$ cat src/rtl/assert_macros.svh
// assertion macros shared by the rtl files
// no dependencies; included by files that carry concurrent checks
`ifndef ASSERT_MACROS_SVH
`define ASSERT_MACROS_SVH

// clocked check, disabled while reset is high
`define ASSERT_CLK(label, clk_sig, rst_sig, prop, msg) \
  label: assert property (@(posedge clk_sig) disable iff (rst_sig) prop) else $error(msg);

// clocked implication check, disabled while reset is high
`define ASSERT_IMPL(label, clk_sig, rst_sig, cond, prop, msg) \
  `ASSERT_CLK(label, clk_sig, rst_sig, (cond) |-> (prop), msg)

`endif

$ cat src/rtl/dnsax_pkg.sv
// types and constants of the dns response a-record extractor
// no dependencies; used by dnsax_parser and the top level
package dnsax_pkg;

  // width of the per-name label counter
  localparam int LABEL_W = 7;

  // transaction id register value after reset
  localparam logic [15:0] TXID_RESET = 16'h1234;

  // header and record constants
  localparam logic [7:0]  PTR_MASK       = 8'hC0;
  localparam logic [15:0] FLAG_QR        = 16'h8000;
  localparam logic [15:0] FLAG_RCODE     = 16'h000F;
  localparam logic [15:0] TYPE_A         = 16'h0001;
  localparam logic [15:0] CLASS_IN       = 16'h0001;
  localparam logic [15:0] A_RDLEN        = 16'd4;
  localparam logic [3:0]  HDR_LAST_BYTE  = 4'd11;
  localparam logic [3:0]  QTAIL_BYTES    = 4'd4;
  localparam logic [3:0]  AFIXED_LAST    = 4'd9;
  localparam logic [3:0]  ADDR_BYTES     = 4'd4;

  // status codes
  localparam logic [2:0] ST_OK        = 3'd0;
  localparam logic [2:0] ST_SHORT     = 3'd1;
  localparam logic [2:0] ST_TXID      = 3'd2;
  localparam logic [2:0] ST_NOT_RESP  = 3'd3;
  localparam logic [2:0] ST_RCODE     = 3'd4;
  localparam logic [2:0] ST_NO_ANS    = 3'd5;
  localparam logic [2:0] ST_MALFORMED = 3'd6;
  localparam logic [2:0] ST_NO_A      = 3'd7;

  // parse phases
  typedef enum logic [3:0] {
    PH_HDR    = 4'd0,
    PH_NAME   = 4'd1,
    PH_LABEL  = 4'd2,
    PH_PTR    = 4'd3,
    PH_QTAIL  = 4'd4,
    PH_AFIXED = 4'd5,
    PH_RDATA  = 4'd6,
    PH_ADDR   = 4'd7,
    PH_FOUND  = 4'd8,
    PH_TRAIL  = 4'd9,
    PH_DONE   = 4'd10
  } phase_t;

  // input transaction
  typedef struct packed {
    logic [7:0] data_byte;
    logic       last_byte;
  } in_item_t;

  // result transaction
  typedef struct packed {
    logic        found;
    logic [31:0] address;
    logic [2:0]  status;
  } out_item_t;

endpackage

$ cat src/rtl/dns_response_a_record_extractor.sv
// dns response a-record extractor: config register, parser and result register
// depends on dnsax_pkg, dnsax_parser and assert_macros.svh
//
// usage:
//   in_valid/in_stall/in_data carry one packet byte per transaction, with
//   last_byte set on the final byte of the packet. out_valid/out_stall/out_data
//   carry one result per packet (found, address, status), produced by the
//   transaction that carries last_byte.
//   cfg_wr_en/cfg_wr_data write the expected transaction id; write only
//   between packets.
// timing:
//   one byte per cycle unless a last byte is held off by in_stall; the parse
//   step is one pass of combinational logic between the parser state registers
//   and the result register; a result is valid in the cycle after its last byte.
// reset:
//   synchronous rst returns the parser to the header phase, drops out_valid and
//   sets the expected id to 0x1234.
// stall:
//   while a result waits under out_stall, non-last bytes are still accepted;
//   only a byte marked last is held off until the result register frees up.
`include "assert_macros.svh"

module dns_response_a_record_extractor #(
  parameter int MAX_LABELS = 64
) (
  input  logic                 clk,
  input  logic                 rst,
  input  logic                 cfg_wr_en,
  input  logic [15:0]          cfg_wr_data,
  input  logic                 in_valid,
  output logic                 in_stall,
  input  dnsax_pkg::in_item_t  in_data,
  output logic                 out_valid,
  input  logic                 out_stall,
  output dnsax_pkg::out_item_t out_data
);

  logic                 out_blocked;
  logic [15:0]          expected_txid;
  logic                 in_accept;
  logic                 result_valid;
  dnsax_pkg::out_item_t result;

  // transaction id register
  always_ff @(posedge clk) begin
    if (rst) begin
      expected_txid <= dnsax_pkg::TXID_RESET;
    end else if (cfg_wr_en) begin
      expected_txid <= cfg_wr_data;
    end
  end

  // only a last byte needs the result register
  assign out_blocked = out_valid && out_stall;
  assign in_stall  = out_blocked && in_data.last_byte;
  assign in_accept = in_valid && !in_stall;

  dnsax_parser #(
    .MAX_LABELS(MAX_LABELS)
  ) u_parser (
    .clk          (clk),
    .rst          (rst),
    .accept       (in_accept),
    .item         (in_data),
    .expected_txid(expected_txid),
    .result_valid (result_valid),
    .result       (result)
  );

  // result register
  always_ff @(posedge clk) begin
    if (rst) begin
      out_valid <= 1'b0;
    end else if (result_valid) begin
      out_valid <= 1'b1;
    end else if (!out_stall) begin
      out_valid <= 1'b0;
    end
  end

  always_ff @(posedge clk) begin
    if (result_valid) begin
      out_data <= result;
    end
  end

  // checks
  `ASSERT_IMPL(a_found_ok, clk, rst, out_valid && out_data.found, out_data.status == dnsax_pkg::ST_OK, "found result without ok status")
  `ASSERT_IMPL(a_addr_zero, clk, rst, out_valid && !out_data.found, out_data.address == 32'd0, "address nonzero without found")
  `ASSERT_CLK(a_last_gives_result, clk, rst, in_accept && in_data.last_byte |=> out_valid, "last byte did not produce a result")

endmodule

$ cat src/rtl/dnsax_parser.sv
// byte-wise dns response parser state machine
// depends on dnsax_pkg; one byte consumed per accepted transaction
module dnsax_parser #(
  parameter int MAX_LABELS = 64
) (
  input  logic                clk,
  input  logic                rst,
  input  logic                accept,
  input  dnsax_pkg::in_item_t item,
  input  logic [15:0]         expected_txid,
  output logic                result_valid,
  output dnsax_pkg::out_item_t result
);

  localparam logic [dnsax_pkg::LABEL_W-1:0] LABEL_LIMIT = dnsax_pkg::LABEL_W'(MAX_LABELS);

  dnsax_pkg::phase_t parse_phase, parse_phase_next, phase_c;
  logic [3:0]  field_byte_count, field_byte_count_next, fbc_c;
  logic [15:0] header_flags, header_flags_next, flags_c;
  logic [15:0] questions_left, questions_left_next, quest_c;
  logic [15:0] answers_left, answers_left_next, ans_c;
  logic [15:0] skip_left, skip_left_next, skip_c;
  logic [dnsax_pkg::LABEL_W-1:0] label_count, label_count_next, label_c;
  logic [15:0] record_type, record_type_next, type_c;
  logic [15:0] record_class, record_class_next, class_c;
  logic [15:0] record_length, record_length_next, len_c;
  logic [31:0] address_shift, address_shift_next, addr_c;
  logic [2:0]  packet_status, packet_status_next, pstat_c;
  logic [7:0]  b;
  logic [15:0] ans_dec;
  logic [3:0]  fbc_inc;

  assign b       = item.data_byte;
  assign ans_dec = answers_left - 16'd1;
  assign fbc_inc = field_byte_count + 4'd1;

  // consume one byte
  always_comb begin
    phase_c = parse_phase;
    fbc_c   = field_byte_count;
    flags_c = header_flags;
    quest_c = questions_left;
    ans_c   = answers_left;
    skip_c  = skip_left;
    label_c = label_count;
    type_c  = record_type;
    class_c = record_class;
    len_c   = record_length;
    addr_c  = address_shift;
    pstat_c = packet_status;
    case (parse_phase)
      dnsax_pkg::PH_HDR: begin
        case (field_byte_count)
          4'd0, 4'd2: flags_c = {b, 8'h00};
          4'd1: begin
            flags_c = header_flags | {8'h00, b};
            if (flags_c != expected_txid) pstat_c = dnsax_pkg::ST_TXID;
          end
          4'd3: flags_c = header_flags | {8'h00, b};
          4'd4: quest_c = {b, 8'h00};
          4'd5: quest_c = questions_left | {8'h00, b};
          4'd6: ans_c = {b, 8'h00};
          4'd7: ans_c = answers_left | {8'h00, b};
          default: ;
        endcase
        if (field_byte_count >= dnsax_pkg::HDR_LAST_BYTE) begin
          fbc_c   = 4'd0;
          label_c = '0;
          if (pstat_c == dnsax_pkg::ST_TXID) begin
            phase_c = dnsax_pkg::PH_DONE;
          end else if ((flags_c & dnsax_pkg::FLAG_QR) == 16'd0) begin
            pstat_c = dnsax_pkg::ST_NOT_RESP;
            phase_c = dnsax_pkg::PH_DONE;
          end else if ((flags_c & dnsax_pkg::FLAG_RCODE) != 16'd0) begin
            pstat_c = dnsax_pkg::ST_RCODE;
            phase_c = dnsax_pkg::PH_DONE;
          end else if (ans_c == 16'd0) begin
            pstat_c = dnsax_pkg::ST_NO_ANS;
            phase_c = dnsax_pkg::PH_DONE;
          end else begin
            phase_c = dnsax_pkg::PH_NAME;
          end
        end else begin
          fbc_c = fbc_inc;
        end
      end
      dnsax_pkg::PH_NAME: begin
        if (label_count >= LABEL_LIMIT) begin
          pstat_c = dnsax_pkg::ST_MALFORMED;
          phase_c = dnsax_pkg::PH_DONE;
        end else if (b == 8'd0) begin
          label_c = '0;
          fbc_c   = 4'd0;
          phase_c = (questions_left != 16'd0) ? dnsax_pkg::PH_QTAIL : dnsax_pkg::PH_AFIXED;
        end else if ((b & dnsax_pkg::PTR_MASK) == dnsax_pkg::PTR_MASK) begin
          phase_c = dnsax_pkg::PH_PTR;
        end else begin
          skip_c  = {8'h00, b};
          label_c = label_count + 1'b1;
          phase_c = dnsax_pkg::PH_LABEL;
        end
      end
      dnsax_pkg::PH_LABEL: begin
        skip_c = skip_left - 16'd1;
        if (skip_c == 16'd0) phase_c = dnsax_pkg::PH_NAME;
      end
      dnsax_pkg::PH_PTR: begin
        // second pointer byte closes the name
        label_c = '0;
        fbc_c   = 4'd0;
        phase_c = (questions_left != 16'd0) ? dnsax_pkg::PH_QTAIL : dnsax_pkg::PH_AFIXED;
      end
      dnsax_pkg::PH_QTAIL: begin
        fbc_c = fbc_inc;
        if (fbc_c >= dnsax_pkg::QTAIL_BYTES) begin
          fbc_c   = 4'd0;
          quest_c = questions_left - 16'd1;
          label_c = '0;
          phase_c = dnsax_pkg::PH_NAME;
        end
      end
      dnsax_pkg::PH_AFIXED: begin
        case (field_byte_count)
          4'd0: type_c  = {b, 8'h00};
          4'd1: type_c  = record_type | {8'h00, b};
          4'd2: class_c = {b, 8'h00};
          4'd3: class_c = record_class | {8'h00, b};
          4'd8: len_c   = {b, 8'h00};
          4'd9: len_c   = record_length | {8'h00, b};
          default: ;
        endcase
        if (field_byte_count < dnsax_pkg::AFIXED_LAST) begin
          fbc_c = fbc_inc;
        end else begin
          fbc_c = 4'd0;
          if (type_c == dnsax_pkg::TYPE_A && class_c == dnsax_pkg::CLASS_IN &&
              len_c == dnsax_pkg::A_RDLEN) begin
            addr_c  = 32'd0;
            phase_c = dnsax_pkg::PH_ADDR;
          end else if (len_c == 16'd0) begin
            ans_c   = ans_dec;
            label_c = '0;
            phase_c = (ans_dec == 16'd0) ? dnsax_pkg::PH_TRAIL : dnsax_pkg::PH_NAME;
          end else begin
            skip_c  = len_c;
            phase_c = dnsax_pkg::PH_RDATA;
          end
        end
      end
      dnsax_pkg::PH_RDATA: begin
        skip_c = skip_left - 16'd1;
        if (skip_c == 16'd0) begin
          ans_c   = ans_dec;
          label_c = '0;
          phase_c = (ans_dec == 16'd0) ? dnsax_pkg::PH_TRAIL : dnsax_pkg::PH_NAME;
        end
      end
      dnsax_pkg::PH_ADDR: begin
        addr_c = {address_shift[23:0], b};
        fbc_c  = fbc_inc;
        if (fbc_c >= dnsax_pkg::ADDR_BYTES) begin
          fbc_c   = 4'd0;
          phase_c = dnsax_pkg::PH_FOUND;
        end
      end
      default: ;
    endcase
  end

  // result on the marked last byte, then clear for the next packet
  always_comb begin
    result.found   = 1'b0;
    result.address = 32'd0;
    case (phase_c)
      dnsax_pkg::PH_HDR:   result.status = dnsax_pkg::ST_SHORT;
      dnsax_pkg::PH_DONE:  result.status = pstat_c;
      dnsax_pkg::PH_FOUND: begin
        result.status  = dnsax_pkg::ST_OK;
        result.found   = 1'b1;
        result.address = addr_c;
      end
      dnsax_pkg::PH_TRAIL: result.status = dnsax_pkg::ST_NO_A;
      default:             result.status = dnsax_pkg::ST_MALFORMED;
    endcase
    result_valid = accept && item.last_byte;

    parse_phase_next        = parse_phase;
    field_byte_count_next   = field_byte_count;
    header_flags_next       = header_flags;
    questions_left_next     = questions_left;
    answers_left_next       = answers_left;
    skip_left_next          = skip_left;
    label_count_next        = label_count;
    record_type_next        = record_type;
    record_class_next       = record_class;
    record_length_next      = record_length;
    address_shift_next      = address_shift;
    packet_status_next      = packet_status;
    if (accept) begin
      if (item.last_byte) begin
        parse_phase_next      = dnsax_pkg::PH_HDR;
        field_byte_count_next = 4'd0;
        header_flags_next     = 16'd0;
        questions_left_next   = 16'd0;
        answers_left_next     = 16'd0;
        skip_left_next        = 16'd0;
        label_count_next      = '0;
        record_type_next      = 16'd0;
        record_class_next     = 16'd0;
        record_length_next    = 16'd0;
        address_shift_next    = 32'd0;
        packet_status_next    = dnsax_pkg::ST_OK;
      end else begin
        parse_phase_next      = phase_c;
        field_byte_count_next = fbc_c;
        header_flags_next     = flags_c;
        questions_left_next   = quest_c;
        answers_left_next     = ans_c;
        skip_left_next        = skip_c;
        label_count_next      = label_c;
        record_type_next      = type_c;
        record_class_next     = class_c;
        record_length_next    = len_c;
        address_shift_next    = addr_c;
        packet_status_next    = pstat_c;
      end
    end
  end

  // parser state registers
  always_ff @(posedge clk) begin
    if (rst) begin
      parse_phase      <= dnsax_pkg::PH_HDR;
      field_byte_count <= 4'd0;
      header_flags     <= 16'd0;
      questions_left   <= 16'd0;
      answers_left     <= 16'd0;
      skip_left        <= 16'd0;
      label_count      <= '0;
      record_type      <= 16'd0;
      record_class     <= 16'd0;
      record_length    <= 16'd0;
      address_shift    <= 32'd0;
      packet_status    <= dnsax_pkg::ST_OK;
    end else begin
      parse_phase      <= parse_phase_next;
      field_byte_count <= field_byte_count_next;
      header_flags     <= header_flags_next;
      questions_left   <= questions_left_next;
      answers_left     <= answers_left_next;
      skip_left        <= skip_left_next;
      label_count      <= label_count_next;
      record_type      <= record_type_next;
      record_class     <= record_class_next;
      record_length    <= record_length_next;
      address_shift    <= address_shift_next;
      packet_status    <= packet_status_next;
    end
  end

endmodule

$ cat config.mk
export PLATFORM = sky130hd
export DESIGN_NAME = dns_response_a_record_extractor
export DESIGN_NICKNAME = d
export VERILOG_FILES = /design/src/rtl/dnsax_pkg.sv /design/src/rtl/dns_response_a_record_extractor.sv /design/src/rtl/dnsax_parser.sv
export VERILOG_INCLUDE_DIRS = /design/src /design/src/rtl
export SDC_FILE = /design/constraint.sdc
export NUM_CORES = 1
export LEC_CHECK = 0
export BUFFER_PORTS_ARGS = -buffer_cell sky130_fd_sc_hd__buf_2
export CAP_MARGIN = 0
export CORE_AREA = 2 2 147 149
export DETAILED_ROUTE_END_ITERATION = 6
export DIE_AREA = 0 0 149 151
export PLACE_DENSITY = 0.82
export SLEW_MARGIN = 25
export SYNTH_ARGS = -nofsm -noshare
export SYNTH_HDL_FRONTEND = slang
export SYNTH_HIERARCHICAL = 1
export SYNTH_SLANG_ARGS = --single-unit
$ cat constraint.sdc
create_clock -name clk -period 4.5 [get_ports clk]
set_clock_uncertainty 0.1 [all_clocks]
set_input_delay 0.225 -clock clk [delete_from_list [all_inputs] [get_ports clk]]
set_output_delay 0.225 -clock clk [all_outputs]
set_load 0.05 [all_outputs]
==> summary.txt, run 1 <==
Logic synthesis
  • Post-synth EDFFs: 36
  • Ys flop type: dfxtp_1
  • Distinct cells, synth: 95
  • Commonest cells post-synth: nor2_1 (235), dfxtp_1 (179), a21oi_1 (115), nand2_1 (103), clkbuf_1 (91)
  • Synth Cell Area: 12150 µm²
  • Most common cell in the netlist: nor2_1
  • Post-synthesis async set-or-reset flop share: 0%
  • Synthesized area per cell: 8.181 µm²
  • Mapped Nets: 1525
  • Top cells by area, synth: dfxtp_1 (29%), edfxtp_1 (8.9%), nor2_1 (7.3%)
  • Register area share after synthesis: 38.39%
  • Flops & latches, synth: 215
  • Area share of the largest cell type after synthesis: 29.50%
  • Leading area contributor after synthesis: dfxtp_1
  • Syn Inst Count: 1485
  • Synth warnings: 6

Clock network
  • Clock Pin Slew Worst Setup and Hold Paths: 70 ps
  • CTS sink count: 215
  • Clk root buf: clkbuf_16
  • TritonCTS buffer count: 23
  • Clock Tree Buf Depth: 3
  • Number of H-tree levels: 1
  • Clock latency on the worst-skew pair: 530 ps
  • CTS tree: done

Timing
  • Max Slew Vio Count: 0
  • Slew headroom: 38.87%
  • Slew @ Worst Pin: 917.0 ps
  • Setup-failing EPs final: 0
  • Hold WS: 54.55 ps
  • Final Hold Vio Count: 0
  • RSZ-0062 raised after global routing: no
  • Max Clock Freq: 0.2377 GHz
  • Fin Setup TNS: 0 ps
  • Fin crit period: 4207 ps
  • Tcrit/Tclk final: 93.48%

Die
  • # rows: 53
  • Die Area: 22500 µm²
  • Die H: 151 µm
  • Initial Util: 58.35%
  • Die width: 149 µm
  • I/O pin cnt: 68
  • Core ar.: 20820 µm²

Power
  • Leakage: 4.898 nW
  • Power Density: 326.0 nW/µm²
  • Maximum VDD drop: 0.3399 mV

Outcome
  • Outcome: finished with violations
  • Failing checks: design-rule violations

Worst setup path
  • R2R Path End: out_data[10]
  • Critical Path Sink Type: register
  • R2R setup slack: 290 ps
  • R2R Path Start: u_parser/field_byte_count[3]
  • Crit path kind: reg -> reg
  • Critical path startpoint category: register
  • Crit path required time: 4770 ps
  • Reg2reg path depth: 11
  • Critical path fanouts, max: 33
  • Worst EP arrival: 4480 ps

Global route
  • Gr usage total: 31.18%
  • First-pass GRT wire length: 57210 µm
  • Total congestion overflow: 0
  • Largest net degree at the start of global routing: 83
  • Vias in the first global route: 11010
  • Initial antenna violation count: 0

Drt
  • Number of remaining DRC errors: 9
  • Antenna-violating nets left: 0
  • Drt pass-1 iters: 7
  • Via count: 11980
  • Vias per cell: 6.635
  • DRT iter0 DRCs: 1418
  • Wirelength per Cell: 19.68 µm
  • Total wire length: 35520 µm

Hold path
  • Worst hold start: in_data[5]
  • Hold Path End: u_parser/record_type[4]
  • Hold depth: 3
  • Hold WC Path Type: in -> reg

Cells and area
  • Layout cells sized above 1: 11.96%
  • Nets: 1553
  • Fillers: 1697
  • Ant. Diodes: 0
  • Area Growth Syn to Fin: 11.86%

Place
  • Routability Congestion: 0.9826
  • Port Buffers: 67
  • Dpl hpwl: 22830 µm

Job
  • Max Cap Violations: 0
-- sequential cells by signal, indices dropped and copies added (netlist names) --
register,count
out_data,36
u_parser/address_shift,32
expected_txid,16
u_parser/answers_left,16
u_parser/header_flags,16
u_parser/questions_left,16
u_parser/record_class,16
u_parser/record_length,16
u_parser/record_type,16
u_parser/skip_left,16
u_parser/label_count,7
u_parser/field_byte_count,4
u_parser/parse_phase,4
u_parser/packet_status,3
out_valid,1
-- layout by cell type, fill, tap and decap left out, drive strengths merged, types with 9 or more instances in the layout --
cell type	n
nand3b	11
o31ai	15
dlygate4sd3	17
a221oi	22
mux2i	15
dfxtp	179
xnor2	25
ha	10
nor3	40
or3	23
nand2	103
buf	107
a21oi	115
and2	20
a31oi	11
nor2b	13
a22oi	87
or4	13
nand3	27
o21ai	65
a211o	11
edfxtp	36
nand4	16
nor2	235
a32oi	9
clkbuf	28
a22o	41
nand2b	15
inv	35
nor4	21
a211oi	13
-- metal layers --
layer / vias up / wire length [µm] / global-route usage (%)
li1: 5570 / - / -
met1: 5636 / 14730 / 41.99
met2: 671 / 16500 / 51.04
met3: 99 / 3287 / 5.301
met4: 0 / 1008 / 10.48
met5: - / 0 / 0
-- repair_timing --
item / in CTS / in global routing
hold buffers: 17 / 0
gates resized for setup: 0 / 2
endpoints found under the setup margin: 0 / 17
endpoints found under the hold margin: 17 / 0
buffers inserted: 0 / 0
-- critical path: stages, from the launching register on --
cell and delay, ps:
dfxtp_1 710, buf_4 310, nor2b_1 70, buf_4 180
a221oi_1 480, o2111ai_1 230, nor4_2 610, o31ai_1 250
and3_1 230, a211oi_4 290, nand3_4 340, nor2_1 240
-- worst max-delay path by stage --
stage                                 startpoint           end  slack (ps)  depth (start not counted)
floorplan               u_parser/answers_left[0]  out_data[26]        1150                         14
global placement    u_parser/field_byte_count[2]  out_data[19]         450                         10
detailed placement  u_parser/field_byte_count[0]  out_data[20]         300                         11
CTS                 u_parser/field_byte_count[0]  out_data[10]         280                         11
global route        u_parser/field_byte_count[3]  out_data[13]          90                         11
finish              u_parser/field_byte_count[3]  out_data[10]         290                         11
-- layout make-up --
| cell class | instances | area [µm²] | share of cell area [%] |
|---|---|---|---|
| Inverter | 34 | 127.6 | 0.9391 |
| Multi-Input combinational cell | 1115 | 6848 | 50.39 |
| Sequential cell | 215 | 4666 | 34.33 |
| Clock buffer | 28 | 624.3 | 4.594 |
| Tap cell | 275 | 344.1 | 2.532 |
| Timing Repair Buffer | 124 | 808.3 | 5.947 |
| Clock inverter | 14 | 172.7 | 1.270 |
-- logic make-up (layout without fill, tap and decap cells) --
family                     after synthesis  count (layout)  synth area share [%]
AOI/OAI and AO/OA                      467             467                 26.94
xor gates and xnor gates                30              30                 2.163
adders and majority gates               10              10                 1.030
buffers and inverters                  155             200                 5.561
DFF                                    215             215                 38.39
muxes                                   16              16                 1.328
and+or+nand+nor                        592             592                 24.58
-- power by group --
group / total (mW) / switching, mW / internal (mW) / leakage [nW]
logic: 0.435 / 0.295 / 0.140 / 2.72
registers: 2.01 / 0.0262 / 1.99 / 1.79
clock network: 1.98 / 0.808 / 1.17 / 0.389
-- stage by stage --
step / cell area [µm²] / power, mW / utilization (%) / worst slack (ps) / cells
after global placement: 12610 / 2.456 / 60.55 / 454.3 / 1746
after CTS: 13590 / 4.441 / 65.26 / 280.2 / 1805
after floorplan: 12150 / 2.349 / - / 1146 / 1485
final: 13590 / 4.431 / 65.27 / 293.2 / 1805
after global routing: 13590 / 4.569 / 65.27 / 92.53 / 1805
after detailed placement: 12620 / 2.465 / 60.61 / 298.0 / 1746
No activity file was read; power rests on OpenSTA's default activity.
==> inputs of run 2 (changes only) <==
--- a/config.mk
+++ b/config.mk
@@ -11,9 +11,8 @@
 export CORE_AREA = 2 2 147 149
 export DETAILED_ROUTE_END_ITERATION = 6
 export DIE_AREA = 0 0 149 151
-export PLACE_DENSITY = 0.82
+export PLACE_DENSITY = 0.81
 export SLEW_MARGIN = 25
 export SYNTH_ARGS = -nofsm -noshare
 export SYNTH_HDL_FRONTEND = slang
-export SYNTH_HIERARCHICAL = 1
 export SYNTH_SLANG_ARGS = --single-unit
==> summary.txt, run 2 <==
Logic synthesis
  • Synth Area in XOR/XNOR: 2.670% (+0.51 points)
  • Syn Inst Count: 1487 (+0.13%)
  • Post-synthesis async set-or-reset flop share: 0% (unchanged)
  • Synthesized area per cell: 8.161 µm² (-0.25%)
  • Commonest cells post-synth: nor2_1 (205), dfxtp_1 (179), nand2_1 (124), clkbuf_1 (104), a21oi_1 (99)
  • Register area share after synthesis: 38.44% (+0.044 points)
  • Ys flop type: dfxtp_1
  • Leading area contributor after synthesis: dfxtp_1
  • Mapped Nets: 1529 (+0.26%)
  • Area share of the largest cell type after synthesis: 29.53% (+0.033 points)
  • Most common cell in the netlist: nor2_1
  • Post-synth EDFFs: 36 (unchanged)
  • Distinct cells, synth: 84 (-12%)
  • Top cells by area, synth: dfxtp_1 (30%), edfxtp_1 (8.9%), nor2_1 (6.3%)
  • Post-synthesis adder-cell area fraction: 1.237% (+0.21 points)
  • Post-synthesis compound-gate area fraction: 24.84% (-2.1 points)
  • Synth warnings: 0 (-6)
  • Multiplexer area fraction after synthesis: 2.062% (+0.73 points)
  • Flops & latches, synth: 215 (unchanged)
  • Main combinational cell family by area after synthesis: simple AND/OR/NAND/NOR gates
  • Post-Synth Simple-Gate Area: 24.90% (+0.32 points)
  • Synth Cell Area: 12140 µm² (-0.11%)

Timing
  • Max Clock Freq: 0.2401 GHz (+1.0%)
  • Slew @ Worst Pin: 971.7 ps (+54.78 ps)
  • Final Hold Vio Count: 0 (unchanged)
  • Max Slew Vio Count: 0 (unchanged)
  • Tcrit/Tclk final: 92.55% (-0.93 points)
  • Slew headroom: 35.06% (-3.8 points)
  • Setup-failing EPs final: 0 (unchanged)
  • RSZ-0062 raised after global routing: no
  • Final WS setup: 335.2 ps (+41.96 ps)
  • Fin Setup TNS: 0 ps (unchanged)
  • Fin crit period: 4165 ps (-41.96 ps)

Drt
  • Number of remaining DRC errors: 7 (-2)
  • Vias per cell: 6.570 (-0.98%)
  • Total wire length: 35360 µm (-0.45%)
  • Via count: 11850 (-1.0%)
  • Drt pass-1 iters: 7 (unchanged)
  • Wirelength per Cell: 19.60 µm (-0.40%)
  • Antenna-violating nets left: 0 (unchanged)
  • DRT iter0 DRCs: 1172 (-17%)

Clock network
  • CTS sink count: 215 (unchanged)
  • Clk root buf: clkbuf_16
  • Number of H-tree levels: 1 (unchanged)
  • Clock Pin Slew Worst Setup and Hold Paths: 60 ps (about the same)
  • TritonCTS buffer count: 24 (+4.3%)
  • Clock Tree Buf Depth: 3 (unchanged)
  • Clock latency on the worst-skew pair: 540 ps (about the same)
  • CTS tree: done

Power
  • Leakage: 4.908 nW (+0.19%)
  • Maximum VDD drop: 0.3117 mV (-8.3%)
  • Power Density: 330.3 nW/µm² (+1.3%)
  • Power, Total: 4.510 mW (+1.8%)

Die
  • Die Area: 22500 µm² (unchanged)
  • Initial Util: 58.28% (-0.066 points)
  • Die width: 149 µm (unchanged)
  • Die H: 151 µm (unchanged)
  • Core ar.: 20820 µm² (unchanged)
  • # rows: 53 (unchanged)
  • I/O pin cnt: 68 (unchanged)

Cells and area
  • Fillers: 1725 (+1.6%)
  • Area Growth Syn to Fin: 12.53%
  • Most flop-heavy register: out_data
  • Largest regs: out_data (36), u_parser.address_shift (32)
  • Layout cells sized above 1: 14.06% (+2.1 points)
  • Nets: 1553 (unchanged)
  • Most frequent cells in the layout: nor2_1 (203), dfxtp_1 (179), nand2_1 (124)
  • Area of the multi-input gates: 6807 µm² (-0.60%)
  • Final Non-Filler Cells: 1804 (-0.055%)
  • Commonest non-fill, non-tap cell in the layout: nor2_1
  • Final core occ: 65.58% (+0.31 points)
  • Ant. Diodes: 0 (unchanged)
  • Register area: 4664 µm² (about the same)
  • Max reg flops: 36 (unchanged)

Place
  • Placed cells: 1743 (-0.17%)
  • Routability Congestion: 0.9695 (-1.3%)
  • Port Buffers: 67 (unchanged)
  • Dpl hpwl: 22820 µm (about the same)
  • Pre-CTS setup slack: 321.8 ps (+23.76 ps)

Outcome
  • Outcome: finished with violations
  • Failing checks: design-rule violations

Global route
  • Initial antenna violation count: 0 (unchanged)
  • Gr usage total: 30.82% (-0.37 points)
  • Total congestion overflow: 0 (unchanged)
  • Vias in the first global route: 10850 (-1.4%)
  • Largest net degree at the start of global routing: 74 (-11%)
  • First-pass GRT wire length: 56620 µm (-1.0%)

Worst setup path
  • Crit path from: u_parser.field_byte_count[1]
  • Critical path startpoint category: register
  • R2R setup slack: 340 ps (+40 ps)
  • Crit path kind: reg -> reg
  • Worst Setup EP: out_data[3]
  • Crit path required time: 4790 ps (+20 ps)
  • Reg2reg path depth: 12 (+1)
  • R2R Path End: out_data[3]
  • Critical Path Sink Type: register
  • Critical path fanouts, max: 12 (-64%)
  • Worst EP arrival: 4450 ps (-30 ps)
  • R2R Path Start: u_parser.field_byte_count[1]

Hold path
  • Hold WC Path Type: in -> reg

Job
  • Max Cap Violations: 0 (unchanged)
## run 2: cell types whose count changed in the layout (fill, tap and decap cells not counted), moves of 8 or more
cell,delta
inv_1,+8
nor2_2,+27
mux2i_1,+10
a211oi_1,+12
nor2_1,-32
nand3b_1,-9
a211o_1,-10
nand2_1,+21
nand2b_1,-9
nand4_1,+11
a21oi_1,-17
## run 2: report_power, final
group | leakage [nW] | internal, mW | switching (mW)
clock network | 0.397 | 1.21 | 0.821
logic | 2.73 | 0.146 | 0.311
registers | 1.78 | 1.99 | 0.0324
total | 4.91 | 3.35 | 1.16
## run 2: how the worst min path moves through the flow
| stage | start | slack (ps) | cells after the start | endpoint |
|---|---|---|---|---|
| after CTS | in_valid | 20 | 3 | u_parser.answers_left[1] |
| final | in_valid | 50 | 3 | u_parser.answers_left[1] |
| after detailed placement | u_parser.record_class[2] | 350 | 2 | u_parser.record_class[2] |
| after floorplan | cfg_wr_data[12] | 250 | 2 | expected_txid[12] |
| after global routing | in_valid | 60 | 3 | u_parser.answers_left[14] |
| after global placement | u_parser.record_class[2] | 340 | 2 | u_parser.record_class[2] |
## run 2: kinds of logic (layout without fill, tap and decap cells)
| logic type | after synthesis | in the layout |
|---|---|---|
| adder cells (fa/ha/maj) | 12 | 12 |
| AND/OR/NAND/NOR | 589 | 589 |
| multiplexers | 25 | 25 |
| flip-flops | 215 | 215 |
| XOR/XNOR | 37 | 37 |
| AO/OA/AOI/OAI | 437 | 437 |
| buffers and inverters | 172 | 214 |
## run 2: per-layer routing
metal  global-route usage, %  wire (µm)  vias up
li1                        -          -     5517
met1                   40.77      14640     5612
met2                   50.90      16400      611
met3                   4.880       2999      112
met4                   11.86       1311        0
met5                       0          0        -
## run 2: critical path: stages (launching register included)
cell and delay, ps:
dfxtp_1 430, inv_1 110, ha_1 320, nand4bb_1 540
a22o_1 380, a221oi_1 240, nand4_1 270, o31ai_1 370
a21boi_0 150, a311o_1 390, nand4b_4 340, buf_4 270
nor2_1 110
## run 2: metrics by stage
step	hold WS (ps)	instance area [µm²]
after floorplan	254.0	12140
after global placement	341.5	12650
after detailed placement	346.9	12660
after CTS	20.96	13640
after global routing	55.92	13660
final	47.04	13660
## run 2: cell type report
| type | instances | area share (%) |
|---|---|---|
| clock buffer | 32 | 4.847 |
| clock inverter | 12 | 1.100 |
| inverter | 40 | 1.100 |
| multi-input combinational | 1100 | 49.84 |
| sequential | 215 | 34.16 |
| tap | 275 | 2.520 |
| timing repair buffer | 130 | 6.432 |
## run 2: repair_timing
| action | CTS | global route |
|---|---|---|
| resized for setup | 0 | 2 |
| endpoints found under the setup margin | 0 | 3 |
| buffers inserted | 0 | 0 |
| endpoints found under the hold margin | 17 | 0 |
| hold buffers | 17 | 0 |
